`src/design/salsc_pkg.sv`:
```
// ----------------------------------------------------------------------------
// salsc_pkg
// Shared types and codes for the sprite attribute line scan core.
// ----------------------------------------------------------------------------
package salsc_pkg;

    localparam logic [1:0] CMD_WRITE = 2'd0;
    localparam logic [1:0] CMD_READ  = 2'd1;
    localparam logic [1:0] CMD_SCAN  = 2'd2;
    localparam logic [1:0] CMD_NONE  = 2'd3;

    localparam logic [8:0] LINE_OFFSET = 9'd16;
    localparam logic [8:0] HEIGHT_SHORT = 9'd8;
    localparam logic [8:0] HEIGHT_TALL  = 9'd16;

    typedef struct packed {
        logic [1:0] cmd;
        logic [7:0] address;
        logic [7:0] write_data;
        logic [7:0] line_y;
        logic       tall_sprites;
    } t_in_word;

    typedef struct packed {
        logic       status;
        logic [7:0] read_data;
        logic [3:0] sel_count;
        logic [7:0] sprite_y;
        logic [7:0] sprite_x;
        logic [7:0] sprite_tile;
        logic [7:0] sprite_flags;
        logic [5:0] sprite_slot;
        logic       last;
    } t_out_word;

    typedef struct packed {
        logic [1:0] kind;
        logic       oob;
        logic [5:0] entry;
        logic [1:0] lane;
        logic [7:0] wdata;
        logic [8:0] target;
        logic [8:0] height;
    } t_cmd_word;

    typedef struct packed {
        logic [5:0] slot;
        logic [7:0] y;
        logic [7:0] x;
        logic [7:0] tile;
        logic [7:0] flags;
    } t_pick;

endpackage

```
`src/design/salsc_ram.sv`:
```
// ----------------------------------------------------------------------------
// salsc_ram
// Generic single write port, single read port RAM with registered read.
// ----------------------------------------------------------------------------
module salsc_ram #(
    parameter int WIDTH = 8,
    parameter int DEPTH = 40
) (
    input  logic                                     i_clk,
    input  logic                                     i_we,
    input  logic [(DEPTH > 1 ? $clog2(DEPTH) : 1)-1:0] i_waddr,
    input  logic [WIDTH-1:0]                         i_wdata,
    input  logic [(DEPTH > 1 ? $clog2(DEPTH) : 1)-1:0] i_raddr,
    output logic [WIDTH-1:0]                         o_rdata
);
    logic [WIDTH-1:0] r_mem [DEPTH];
    logic [WIDTH-1:0] r_rdata;

    always_ff @(posedge i_clk) begin
        if (i_we) begin
            r_mem[i_waddr] <= i_wdata;
        end
        r_rdata <= r_mem[i_raddr];
    end

    assign o_rdata = r_rdata;
endmodule

```
`src/design/salsc_front.sv`:
```
// ----------------------------------------------------------------------------
// salsc_front
// Accepts commands, classifies them and holds them in a two-deep queue.
// ----------------------------------------------------------------------------
module salsc_front #(
    parameter int NUM_ENTRIES = 40
) (
    input  logic                 i_clk,
    input  logic                 i_rst_n,
    input  logic                 i_push,
    input  salsc_pkg::t_in_word  i_item,
    output logic                 o_full,
    output logic                 o_valid,
    output salsc_pkg::t_cmd_word o_cmd,
    input  logic                 i_take
);
    import salsc_pkg::*;

    localparam logic [8:0] MEM_BYTES = 9'(NUM_ENTRIES * 4);

    t_cmd_word  r_q [2];
    logic       r_rd, n_rd;
    logic       r_wr, n_wr;
    logic [1:0] r_cnt, n_cnt;
    t_cmd_word  w_cls;
    logic       w_push, w_take;

    always_comb begin
        w_cls.kind   = i_item.cmd;
        w_cls.oob    = {1'b0, i_item.address} >= MEM_BYTES;
        w_cls.entry  = i_item.address[7:2];
        w_cls.lane   = i_item.address[1:0];
        w_cls.wdata  = i_item.write_data;
        w_cls.target = {1'b0, i_item.line_y} + LINE_OFFSET;
        w_cls.height = i_item.tall_sprites ? HEIGHT_TALL : HEIGHT_SHORT;
    end

    assign w_push = i_push && !o_full;
    assign w_take = i_take && o_valid;
    assign n_wr   = w_push ? ~r_wr : r_wr;
    assign n_rd   = w_take ? ~r_rd : r_rd;
    assign n_cnt  = r_cnt + {1'b0, w_push} - {1'b0, w_take};

    always_ff @(posedge i_clk) begin
        if (!i_rst_n) begin
            r_rd  <= 1'b0;
            r_wr  <= 1'b0;
            r_cnt <= 2'd0;
        end else begin
            r_rd  <= n_rd;
            r_wr  <= n_wr;
            r_cnt <= n_cnt;
        end
        if (w_push) begin
            r_q[r_wr] <= w_cls;
        end
    end

    assign o_full  = r_cnt == 2'd2;
    assign o_valid = r_cnt != 2'd0;
    assign o_cmd   = r_q[r_rd];
endmodule

```
`src/design/salsc_back.sv`:
```
// ----------------------------------------------------------------------------
// salsc_back
// Executes byte writes, byte reads and line scans against the attribute
// memory, keeps the sorted pick list and drives the result register.
// ----------------------------------------------------------------------------
module salsc_back #(
    parameter int NUM_ENTRIES  = 40,
    parameter int MAX_PER_LINE = 10
) (
    input  logic                 i_clk,
    input  logic                 i_rst_n,
    input  logic                 i_valid,
    input  salsc_pkg::t_cmd_word i_cmd,
    output logic                 o_take,
    output logic                 o_empty,
    output salsc_pkg::t_out_word o_result,
    input  logic                 i_pop
);
    import salsc_pkg::*;

    localparam int EW = NUM_ENTRIES > 1 ? $clog2(NUM_ENTRIES) : 1;
    localparam int IW = $clog2(NUM_ENTRIES + 1);
    localparam int CW = $clog2(MAX_PER_LINE + 1);
    localparam int KW = MAX_PER_LINE > 1 ? $clog2(MAX_PER_LINE) : 1;
    localparam int NB = NUM_ENTRIES * 4;
    localparam logic [IW-1:0] LAST_IDX = IW'(NUM_ENTRIES);
    localparam logic [CW-1:0] CNT_MAX  = CW'(MAX_PER_LINE);

    localparam logic [1:0] ST_IDLE = 2'd0;
    localparam logic [1:0] ST_READ = 2'd1;
    localparam logic [1:0] ST_SCAN = 2'd2;
    localparam logic [1:0] ST_EMIT = 2'd3;

    logic [1:0]    r_st, n_st;
    logic [NB-1:0] r_vld;
    logic [IW-1:0] r_idx, n_idx;
    logic          r_pend, n_pend;
    logic [5:0]    r_pslot;
    logic [3:0]    r_pvld;
    logic [1:0]    r_lane;
    logic [EW-1:0] r_rentry;
    logic [8:0]    r_target, r_height;
    logic [CW-1:0] r_cnt, n_cnt;
    logic [KW-1:0] r_k, n_k;
    t_pick         r_list [MAX_PER_LINE];
    t_pick         n_list [MAX_PER_LINE];
    logic          r_ov, n_ov;
    t_out_word     r_out, n_out;

    logic          w_emit_ok;
    logic [3:0]    w_we;
    logic [EW-1:0] w_raddr;
    logic [7:0]    w_rd [4];
    logic [7:0]    w_byte [4];
    logic          w_issue, w_hit, w_ins;
    t_pick         w_p;
    logic [MAX_PER_LINE-1:0] w_gt;
    logic [CW+3:0] w_cnt_ext;
    logic [KW:0]   w_knext;

    genvar g;
    generate
        for (g = 0; g < 4; g++) begin : g_lane
            salsc_ram #(.WIDTH(8), .DEPTH(NUM_ENTRIES)) u_ram (
                .i_clk   (i_clk),
                .i_we    (w_we[g]),
                .i_waddr (i_cmd.entry[EW-1:0]),
                .i_wdata (i_cmd.wdata),
                .i_raddr (w_raddr),
                .o_rdata (w_rd[g])
            );
            assign w_byte[g] = r_pvld[g] ? w_rd[g] : 8'd0;
        end
    endgenerate

    assign w_emit_ok = !r_ov || i_pop;
    assign w_issue   = (r_st == ST_SCAN) && (r_idx != LAST_IDX) && (r_cnt != CNT_MAX);
    assign w_raddr   = (r_st == ST_SCAN) ? r_idx[EW-1:0] :
                       (r_st == ST_READ) ? r_rentry : i_cmd.entry[EW-1:0];

    always_comb begin
        w_we = 4'd0;
        if (r_st == ST_IDLE && i_valid && i_cmd.kind == CMD_WRITE && !i_cmd.oob
            && w_emit_ok) begin
            w_we[i_cmd.lane] = 1'b1;
        end
    end

    assign w_p.slot  = r_pslot;
    assign w_p.y     = w_byte[0];
    assign w_p.x     = w_byte[1];
    assign w_p.tile  = w_byte[2];
    assign w_p.flags = w_byte[3];
    assign w_hit = ({1'b0, w_p.y} <= r_target) && ({1'b0, w_p.y} + r_height > r_target)
                   && (w_p.x != 8'd0);
    assign w_ins = r_pend && w_hit && (r_cnt != CNT_MAX);

    always_comb begin
        for (int j = 0; j < MAX_PER_LINE; j++) begin
            w_gt[j] = (CW'(j) < r_cnt) && (r_list[j].x > w_p.x);
        end
        for (int j = 0; j < MAX_PER_LINE; j++) begin
            if (j > 0 && w_gt[(j > 0) ? j - 1 : 0]) begin
                n_list[j] = r_list[(j > 0) ? j - 1 : 0];
            end else if (w_ins && (w_gt[j] || CW'(j) == r_cnt)) begin
                n_list[j] = w_p;
            end else begin
                n_list[j] = r_list[j];
            end
            if (!w_ins) begin
                n_list[j] = r_list[j];
            end
        end
    end

    assign w_cnt_ext = {4'd0, r_cnt};
    assign w_knext   = {1'b0, r_k} + 1'b1;

    always_comb begin
        n_st   = r_st;
        n_idx  = r_idx;
        n_pend = 1'b0;
        n_cnt  = r_cnt;
        n_k    = r_k;
        n_ov   = r_ov && !i_pop;
        n_out  = r_out;
        o_take = 1'b0;
        case (r_st)
            ST_IDLE: begin
                if (i_valid) begin
                    case (i_cmd.kind)
                        CMD_READ: begin
                            if (i_cmd.oob) begin
                                if (w_emit_ok) begin
                                    o_take = 1'b1;
                                    n_ov   = 1'b1;
                                    n_out  = '0;
                                    n_out.status = 1'b1;
                                    n_out.last   = 1'b1;
                                end
                            end else begin
                                o_take = 1'b1;
                                n_st   = ST_READ;
                            end
                        end
                        CMD_SCAN: begin
                            o_take = 1'b1;
                            n_idx  = '0;
                            n_cnt  = '0;
                            n_st   = ST_SCAN;
                        end
                        default: begin
                            if (w_emit_ok) begin
                                o_take = 1'b1;
                                n_ov   = 1'b1;
                                n_out  = '0;
                                n_out.status = (i_cmd.kind == CMD_WRITE) && i_cmd.oob;
                                n_out.last   = 1'b1;
                            end
                        end
                    endcase
                end
            end
            ST_READ: begin
                if (w_emit_ok) begin
                    n_ov  = 1'b1;
                    n_out = '0;
                    n_out.read_data = w_byte[r_lane];
                    n_out.last      = 1'b1;
                    n_st  = ST_IDLE;
                end
            end
            ST_SCAN: begin
                n_pend = w_issue;
                if (w_issue) begin
                    n_idx = r_idx + 1'b1;
                end
                if (w_ins) begin
                    n_cnt = r_cnt + 1'b1;
                end
                if (!r_pend && !w_issue) begin
                    n_k  = '0;
                    n_st = ST_EMIT;
                end
            end
            ST_EMIT: begin
                if (w_emit_ok) begin
                    n_ov  = 1'b1;
                    n_out = '0;
                    n_out.sel_count = w_cnt_ext[3:0];
                    if (r_cnt == '0) begin
                        n_out.last = 1'b1;
                        n_st = ST_IDLE;
                    end else begin
                        n_out.sprite_y     = r_list[r_k].y;
                        n_out.sprite_x     = r_list[r_k].x;
                        n_out.sprite_tile  = r_list[r_k].tile;
                        n_out.sprite_flags = r_list[r_k].flags;
                        n_out.sprite_slot  = r_list[r_k].slot;
                        if (CW'(w_knext) == r_cnt) begin
                            n_out.last = 1'b1;
                            n_st = ST_IDLE;
                        end else begin
                            n_k = w_knext[KW-1:0];
                        end
                    end
                end
            end
            default: begin
                n_st = ST_IDLE;
            end
        endcase
    end

    always_ff @(posedge i_clk) begin
        if (!i_rst_n) begin
            r_st   <= ST_IDLE;
            r_vld  <= '0;
            r_idx  <= '0;
            r_pend <= 1'b0;
            r_cnt  <= '0;
            r_k    <= '0;
            r_ov   <= 1'b0;
        end else begin
            r_st   <= n_st;
            r_idx  <= n_idx;
            r_pend <= n_pend;
            r_cnt  <= n_cnt;
            r_k    <= n_k;
            r_ov   <= n_ov;
            for (int b = 0; b < 4; b++) begin
                if (w_we[b]) begin
                    r_vld[{i_cmd.entry[EW-1:0], 2'(b)}] <= 1'b1;
                end
            end
        end
        r_out  <= n_out;
        r_list <= n_list;
        if (r_st == ST_IDLE) begin
            r_lane   <= i_cmd.lane;
            r_rentry <= i_cmd.entry[EW-1:0];
            r_target <= i_cmd.target;
            r_height <= i_cmd.height;
            for (int b = 0; b < 4; b++) begin
                r_pvld[b] <= r_vld[{i_cmd.entry[EW-1:0], 2'(b)}];
            end
        end else if (w_issue) begin
            r_pslot <= 6'(r_idx);
            for (int b = 0; b < 4; b++) begin
                r_pvld[b] <= r_vld[{r_idx[EW-1:0], 2'(b)}];
            end
        end
    end

    assign o_empty  = !r_ov;
    assign o_result = r_out;
endmodule

```
`src/design/sprite_attribute_line_scan_core.sv`:
```
// ----------------------------------------------------------------------------
// sprite_attribute_line_scan_core
// Sprite attribute memory with byte access and per-line sprite selection.
//
//   port group          direction  handshake
//   i_item / i_push     in         accepted on i_push && !o_full
//   o_result / i_pop    out        taken on i_pop && !o_empty
//
// A word is registered in the command queue. The back end answers writes and
// bad addresses from idle and reads via its read state. A scan is dispatched,
// walks one entry a cycle through the byte-lane RAMs, stopping once MAX_PER_LINE
// are kept, and emits one sprite a cycle while no result waits. A waiting result
// holds writes and results until i_pop; the two-deep queue keeps accepting
// meanwhile. Synchronous reset clears entries via per-byte valid bits.
// ----------------------------------------------------------------------------
module sprite_attribute_line_scan_core #(
    parameter int NUM_ENTRIES  = 40,
    parameter int MAX_PER_LINE = 10
) (
    input  logic                 i_clk,
    input  logic                 i_rst_n,
    input  logic                 i_push,
    input  salsc_pkg::t_in_word  i_item,
    output logic                 o_full,
    output logic                 o_empty,
    output salsc_pkg::t_out_word o_result,
    input  logic                 i_pop
);
    import salsc_pkg::*;

    logic      w_valid, w_take;
    t_cmd_word w_cmd;

    salsc_front #(.NUM_ENTRIES(NUM_ENTRIES)) u_front (
        .i_clk   (i_clk),
        .i_rst_n (i_rst_n),
        .i_push  (i_push),
        .i_item  (i_item),
        .o_full  (o_full),
        .o_valid (w_valid),
        .o_cmd   (w_cmd),
        .i_take  (w_take)
    );

    salsc_back #(.NUM_ENTRIES(NUM_ENTRIES), .MAX_PER_LINE(MAX_PER_LINE)) u_back (
        .i_clk    (i_clk),
        .i_rst_n  (i_rst_n),
        .i_valid  (w_valid),
        .i_cmd    (w_cmd),
        .o_take   (w_take),
        .o_empty  (o_empty),
        .o_result (o_result),
        .i_pop    (i_pop)
    );
endmodule

```
`config.mk`:
```
export PLATFORM = sky130hd
export DESIGN_NAME = sprite_attribute_line_scan_core
export DESIGN_NICKNAME = d
export VERILOG_FILES = /design/src/design/salsc_pkg.sv /design/src/design/salsc_ram.sv /design/src/design/salsc_front.sv /design/src/design/salsc_back.sv /design/src/design/sprite_attribute_line_scan_core.sv
export SDC_FILE = /design/constraint.sdc
export NUM_CORES = 2
export LEC_CHECK = 0
export BUFFER_PORTS_ARGS = -buffer_cell sky130_fd_sc_hd__buf_2
export CAP_MARGIN = 5
export CORE_AREA = 2 2 591 593
export DETAILED_ROUTE_END_ITERATION = 10
export DIE_AREA = 0 0 593 595
export GPL_ROUTABILITY_DRIVEN = 0
export PLACE_DENSITY = 0.44
export SYNTH_ARGS = -nofsm -noshare
export SYNTH_HDL_FRONTEND = slang
export SYNTH_SLANG_ARGS = --single-unit
```
`constraint.sdc`:
```
create_clock -name i_clk -period 13.7 [get_ports i_clk]
set_clock_uncertainty 0.1 [all_clocks]
set_input_delay 1.37 -clock i_clk [delete_from_list [all_inputs] [get_ports i_clk]]
set_output_delay 1.37 -clock i_clk [all_outputs]
set_load 0.01 [all_outputs]
```
### Word-level counts from Yosys, hierarchy flattened

Memories as Yosys holds them, arrays and structs flattened. A register that Yosys moved wholly into a read port is not among the register bits.
Index checks and enable logic that the tools add are counted.
W data, S select, Z words.

* bits in registers: 650
* RAM bits: 1346
* bits of input ports: 31
* output and inout bits: 54
* logic and storage cells: 383
* memories: 5

* $add $sub $neg: 7
* magnitude comparators: 39
* equal/unequal tests: 33
* multiplexer cells: 122
* bitwise gates (word level): 9
* reductions and logical operators: 93

Memory list
* u_back.g_lane[0].u_ram.r_mem: depth 40, bits a word 8, read ports 1, clocked after Yosys merged registers in 1, write ports 1, RTL line salsc_ram.sv:16 `logic [WIDTH-1:0] r_mem [DEPTH];`
* u_back.g_lane[1].u_ram.r_mem: depth 40, bits a word 8, read ports 1, clocked after Yosys merged registers in 1, write ports 1, RTL line salsc_ram.sv:16
* u_back.g_lane[2].u_ram.r_mem: depth 40, bits a word 8, read ports 1, clocked after Yosys merged registers in 1, write ports 1, RTL line salsc_ram.sv:16
* u_back.g_lane[3].u_ram.r_mem: depth 40, bits a word 8, read ports 1, clocked after Yosys merged registers in 1, write ports 1, RTL line salsc_ram.sv:16
* u_front.r_q: depth 2, bits a word 33, read ports 1, clocked after Yosys merged registers in 1, write ports 1, RTL line salsc_front.sv:21 `t_cmd_word r_q [2];`

Operator list (number)
* $mux W160: 7
* $mux W38: 21
* $mux W52: 6
* $or A160 B157 Y160: 1
* $or A160 B158 Y160: 1
* $or A160 B159 Y160: 1
* $or A160 B160 Y160: 1
* $pmux W52 S3: 1
* $bmux W38 S4: 1
* $pmux W52 S2: 1
* $gt A8 B8 Y1: 10
* $lt A8 B9 Y1 const B: 8
* $bmux W1 S6: 8
* $mux W8: 6
* $logic_and A1 B1 Y1: 40
* $mux W4: 10
* $mux W1: 34
* $ge A8 B1 Y1 const B: 4
* $mux W6: 5
* $reduce_bool A2 Y1: 13
* $demux W1 S6: 4
* $reduce_and A2 Y1: 12
* $bmux W8 S2: 1
* $eq A3 B4 Y1 const A: 4
* other kinds (51): 103

### Depth between registers and ports, before layout

* depth after elaboration: 16
* gate-level depth with buffers: 17
* depth with buffers taken out: 15

### By module

Synthesis repeated with hierarchy kept, for this count alone.

* cell total of the unflattened synthesis: 5668
* area, all modules: 87984.4 um^2

Modules (own cells, without submodules)
* salsc_ram at u_back.g_lane[1].u_ram ...: instances 3, cells each 696, area each 12993.7 um^2, seq. area each 9769.4 um^2
* salsc_back: instances 1, cells each 2749, area each 33492.1 um^2, seq. area each 17616.9 um^2
* salsc_ram at u_back.g_lane[0].u_ram: instances 1, cells each 696, area each 12990.0 um^2, seq. area each 9769.4 um^2
* salsc_front: instances 1, cells each 135, area each 2521.2 um^2, seq. area each 1901.8 um^2

### Least setup slack after synthesis

No wires, ideal clock.

* kind: register -> register
* start: reg (tool-made name)
* end: reg u_back.r_out (netlist bit u_back.o_result[0]) (enable)
* library setup time: 479 ps
* data arrival time: 4533 ps
* required time: 13121 ps
* setup slack: 8588 ps
* stages on the path, launching flop included: 9
* buffers on the path: 3
* clock period less this slack: 5112 ps
* cells stage by stage: dfxtp_1 buf_4 buf_6 buf_1 mux2i_1 inv_1 ha_1 a2111o_1 a21oi_1

RTL lines
* to (signal assigned): RTL line salsc_back.sv:237 `r_out <= n_out;`
* to (decl): RTL line salsc_back.sv:48 `t_out_word r_out, n_out;`

==> results by group <==
Placement
  – Count of buffers inserted at the top-level ports: 84
  – Place WS: 7.800 ns
  – Dpl hpwl: 180900 um

Setup path
  – Type of the worst setup path: register to register
  – Delay of the slowest critical-path stage: 0.86 ns
  – Gate family responsible for the most delay along the worst path: compound AO/OA/AOI/OAI gates
  – Critical-path maximum fanout: 31
  – Required arrival time at the worst endpoint: 14.30 ns
  – Worst path most repeated cell: sky130_fd_sc_hd__buf_4
  – Worst reg-to-reg setup slack: 7.98 ns
  – Crit path launch type: register
  – Worst path arrival time: 6.32 ns
  – Worst path slowest cell: sky130_fd_sc_hd__a211oi_1
  – Crit path buffers/inverters: 3
  – List of cells traversed by the critical path: buf_4 > mux2i_4 > a21boi_0 > a22oi_2 > buf_4 > buf_4 > o21bai_4 > o21bai_1 > nand4_1 > a211oi_1
  – Sort of element at the end of the critical path: register

Global route
  – Number of antenna violations at the first check in global routing: 18
  – Vias in the first global route: 53700
  – Pin count of the biggest net entering global routing: 162
  – First-pass GRT wire length: 417800 um
  – Global route overflow: 0
  – Aggregate global-route resource usage: 16.29%

Floorplanning
  – Die Ht: 595 um
  – I/O pin count: 85
  – Die Wd: 593 um
  – Area of the core: 347300 sq um
  – Total die area: 352800 sq um
  – Initial core utilization: 24.84%
  – Row Count: 217

Logic synthesis
  – Average size of a mapped cell: 14.50 sq um
  – Number of synthesized register bits: 2016
  – Simple-gate share of the synthesized area: 7.591%
  – Share of the synthesized area in compound gates (AO/OA/AOI/OAI): 10.69%
  – Fraction of synthesized cell area in xor and xnor cells: 0.2292%
  – Post-synthesis mux area share: 9.657%
  – Post-synthesis instance area: 86250 sq um
  – Gate count of the mapped netlist: 5948
  – Largest family of logic cells by synthesized area: compound AO/OA/AOI/OAI gates
  – Number of synthesized flops with an enable pin: 1801
  – FFs w/ async S/R, synth: 0%
  – Post-synth cell types: 81
  – Seq/Total Area, Yosys: 67.69%
  – Post-synthesis adder-cell area fraction: 1.590%
  – Dominant register cell in the synthesized netlist: sky130_fd_sc_hd__edfxtp_1
  – Syn. warnings: 0
  – Syn Nets: 6087

STA
  – Remaining max-slew budget at the tightest pin: 7.603%
  – Least setup slack across all paths after layout: 7.976 ns
  – Unrepaired setup endpoints after global routing: no
  – Min Hold Slack: 0.3955 ns
  – Period utilisation layout: 41.78%
  – Max-slew violations: 0
  – Maximum clock frequency: 174.7 MHz
  – Final setup violating endpoints: 0
  – Final-report hold violation count: 0
  – Time the worst path needs with I/O delays and setup: 5.724 ns
  – Transition at the pin with the smallest max-transition slack: 1.373 ns
  – Setup TNS: 0 ns

Clock tree
  – Count of hold buffers inserted by post-cts repair: 0
  – Maximum buffer depth of the clock tree: 4
  – Total CTS buffers: 230
  – Htree depth: 4
  – Clock sink count: 2016
  – Clock network latency to the later pin of the worst-skew pair: 0.95 ns
  – Resized cells post-CTS: 0
  – Clock Pin Slew Worst Setup and Hold Paths: 0.06 ns
  – Clock root buffer: sky130_fd_sc_hd__clkbuf_16
  – Number of post-CTS setup repair buffers: 0
  – CTS tree: yes

Route
  – Via count: 53990
  – Remaining antenna violation count after routing: 0
  – Post-detailed-routing wire length: 295200 um
  – Average vias per placed instance: 4.999
  – Wirelength per Cell: 27.33 um
  – Number of design rule violations left after detail routing: 0
  – First-pass DRT Iterations: 6
  – Detailed Route Iter0 Violations: 5267

Power
  – P_int: 0.01297 W
  – Power density over the cells: 210.7 nW/um^2
  – Leakage power: 33.26 nW
  – Sequential fraction of design power: 36.2%
  – Switching power: 0.008087 W
  – Combinational group share of total power: 34.4%
  – Power consumption: 0.02106 W
  – Maximum VDD drop: 0.1990 mV
  – Portion of total power attributed to the clock network: 29.3%
  – Switching power as a share of total power: 38.40%

Final layout
  – Area Growth Syn to Fin: 15.89%
  – Net total in the final layout: 6142
  – Ratio of cells with drive above 1 in the final layout: 17.50%
  – Final design utilization: 28.78%

Min path
  – Worst hold path class: register to register

Outcome
  – Run status: complete, no violations

Run
  – Max-cap violations: 0
## Yosys cell counts (5+ instances only)
library cell                number  area, sq um
sky130_fd_sc_hd__clkbuf_1      288         1081
sky130_fd_sc_hd__a21oi_1       148        740.7
sky130_fd_sc_hd__o21a_1        172         1291
sky130_fd_sc_hd__buf_6           6        67.56
sky130_fd_sc_hd__nor2b_1        21        131.4
sky130_fd_sc_hd__a31oi_1        16        100.1
sky130_fd_sc_hd__inv_1          71        266.5
sky130_fd_sc_hd__dfxtp_1       215         4304
sky130_fd_sc_hd__and3_1        293         1833
sky130_fd_sc_hd__nor4_1         37        231.5
sky130_fd_sc_hd__o21bai_1       93        698.2
sky130_fd_sc_hd__a221oi_1       40        350.3
sky130_fd_sc_hd__a2111oi_0       6        52.55
sky130_fd_sc_hd__nand4_1        58        362.9
sky130_fd_sc_hd__a311oi_1       65        569.3
sky130_fd_sc_hd__o22ai_1        46        287.8
sky130_fd_sc_hd__nand3_1        57        285.3
sky130_fd_sc_hd__nor2_1        220        825.8
sky130_fd_sc_hd__edfxtp_1     1801        54080
sky130_fd_sc_hd__buf_1          17        63.81
sky130_fd_sc_hd__a21o_1         18        135.1
sky130_fd_sc_hd__ha_1          108         1351
sky130_fd_sc_hd__nand2_1       572         2147
sky130_fd_sc_hd__nand2b_1       10        62.56
sky130_fd_sc_hd__clkinv_1        5        18.77
sky130_fd_sc_hd__a32oi_1        95        832.1
sky130_fd_sc_hd__and2_1         44        275.3
sky130_fd_sc_hd__xnor2_1        12        105.1
sky130_fd_sc_hd__mux2i_1       224         2242
sky130_fd_sc_hd__nand3b_1        5        37.54
sky130_fd_sc_hd__buf_2         109        545.5
sky130_fd_sc_hd__and4_1          7        61.31
sky130_fd_sc_hd__mux4_2        132         2973
sky130_fd_sc_hd__xor2_1          8        70.07
sky130_fd_sc_hd__mux2_2        268         3018
sky130_fd_sc_hd__nor3_1         26        130.1
sky130_fd_sc_hd__a22oi_1        63        473.0
sky130_fd_sc_hd__o21ai_0       125        625.6
sky130_fd_sc_hd__buf_4          19        142.6
sky130_fd_sc_hd__a211oi_1      349         2620
## cell families after synthesis
family / after synthesis
flip-flops: 2016
AND/OR/NAND/NOR: 1370
AO/OA/AOI/OAI: 1283
multiplexers: 629
buffers and inverters: 519
adder cells (fa/ha/maj): 110
XOR/XNOR: 21
## sequential cells by signal (all words and copies together) (netlist names), named ones only
name,flops
u_back.r_pend,1
u_back.r_vld,160
u_back.r_rentry,6
u_front.r_wr,1
u_back.o_result,52
u_back.r_ov,1
u_back.r_list,380
u_front.r_cnt,2
u_back.r_pvld,4
u_back.r_pslot,6
u_back.r_cnt,4
u_front.r_q,60
u_front.r_rd,1
u_back.g_lane.u_ram.r_mem,1280
u_back.r_st,2
u_back.g_lane.u_ram.o_rdata,32
u_back.r_k,4
u_back.r_lane,2
u_back.r_height,2
u_back.r_idx,6
u_back.r_target,9
## worst reg2reg max path, stage by stage (launching register included)
cell and delay (ns):
sky130_fd_sc_hd__dfxtp_2 0.46, sky130_fd_sc_hd__buf_4 0.57, sky130_fd_sc_hd__mux2i_4 0.80, sky130_fd_sc_hd__a21boi_0 0.32
sky130_fd_sc_hd__a22oi_2 0.31, sky130_fd_sc_hd__buf_4 0.30, sky130_fd_sc_hd__buf_4 0.65, sky130_fd_sc_hd__o21bai_4 0.63
sky130_fd_sc_hd__o21bai_1 0.30, sky130_fd_sc_hd__nand4_1 0.21, sky130_fd_sc_hd__a211oi_1 0.86
## power by group through the flow
stage	logic, W	registers, W	clock network, W
2_1_floorplan	0.00426	0.00767	0
3_3_place_gp	0.00724	0.00776	0
3_5_place_dp	0.00728	0.00775	0
4_1_cts	0.00730	0.00763	0.00630
5_1_grt	0.00776	0.00764	0.00653
6_report	0.00725	0.00763	0.00618
## routing by layer
layer / share of wire (%) / global-route usage [%] / vias up
met5: 0.0041 / 0 / -
li1: - / - / 23470
met4: 2.0 / 3.520 / 2
met2: 47 / 26.52 / 1674
met1: 45 / 22.91 / 28470
met3: 5.3 / 2.286 / 382
## through the flow
| stage | instance area (sq um) | cells |
|---|---|---|
| 6_report | 99950 | 10800 |
| 5_1_grt | 99950 | 10800 |
| 4_1_cts | 99930 | 10800 |
| 3_5_place_dp | 92430 | 10370 |
| 3_3_place_gp | 92390 | 10360 |
| 2_1_floorplan | 86250 | 5948 |
## area by class of cell
cell class / instances / area, sq um
Clock buffer: 314 / 6316
Fill cell: 34950 / 247300
Antenna cell: 3 / 7.507
Tap cell: 4599 / 5754
Sequential cell: 2016 / 58400
Multi-Input combinational cell: 3413 / 26200
Inverter: 80 / 300.3
Timing Repair Buffer: 262 / 1787
Clock inverter: 114 / 1184
## cell usage in the layout (no fill, tap or decap), types with 65 or more instances in the layout
cell type,count
sky130_fd_sc_hd__o21ai_0,125
sky130_fd_sc_hd__a211oi_1,349
sky130_fd_sc_hd__a32oi_1,95
sky130_fd_sc_hd__inv_1,71
sky130_fd_sc_hd__a21oi_1,143
sky130_fd_sc_hd__edfxtp_1,1801
sky130_fd_sc_hd__clkbuf_16,234
sky130_fd_sc_hd__dfxtp_1,206
sky130_fd_sc_hd__nor2_1,211
sky130_fd_sc_hd__buf_2,86
sky130_fd_sc_hd__nand2_1,564
sky130_fd_sc_hd__mux2_2,260
sky130_fd_sc_hd__mux2i_1,224
sky130_fd_sc_hd__buf_4,172
sky130_fd_sc_hd__mux4_2,132
sky130_fd_sc_hd__ha_1,108
sky130_fd_sc_hd__a311oi_1,65
sky130_fd_sc_hd__and3_1,292
sky130_fd_sc_hd__o21a_1,172
sky130_fd_sc_hd__o21bai_1,93
## worst paths after layout
| check | start | end | depth (start not counted) |
|---|---|---|---|
| hold / removal | u_back.r_vld[77]$_SDFFE_PN0P_ | u_back.r_vld[77]$_SDFFE_PN0P_ | 1 |
| setup / recovery | register | u_back.g_lane[1].u_ram.o_rdata[4]$_DFF_P_ | 10 |
| setup reg to reg | register | u_back.g_lane[1].u_ram.o_rdata[4]$_DFF_P_ | 10 |
| hold reg to reg | u_back.r_vld[77]$_SDFFE_PN0P_ | u_back.r_vld[77]$_SDFFE_PN0P_ | 1 |
No activity file was read; power rests on OpenSTA's default activity.
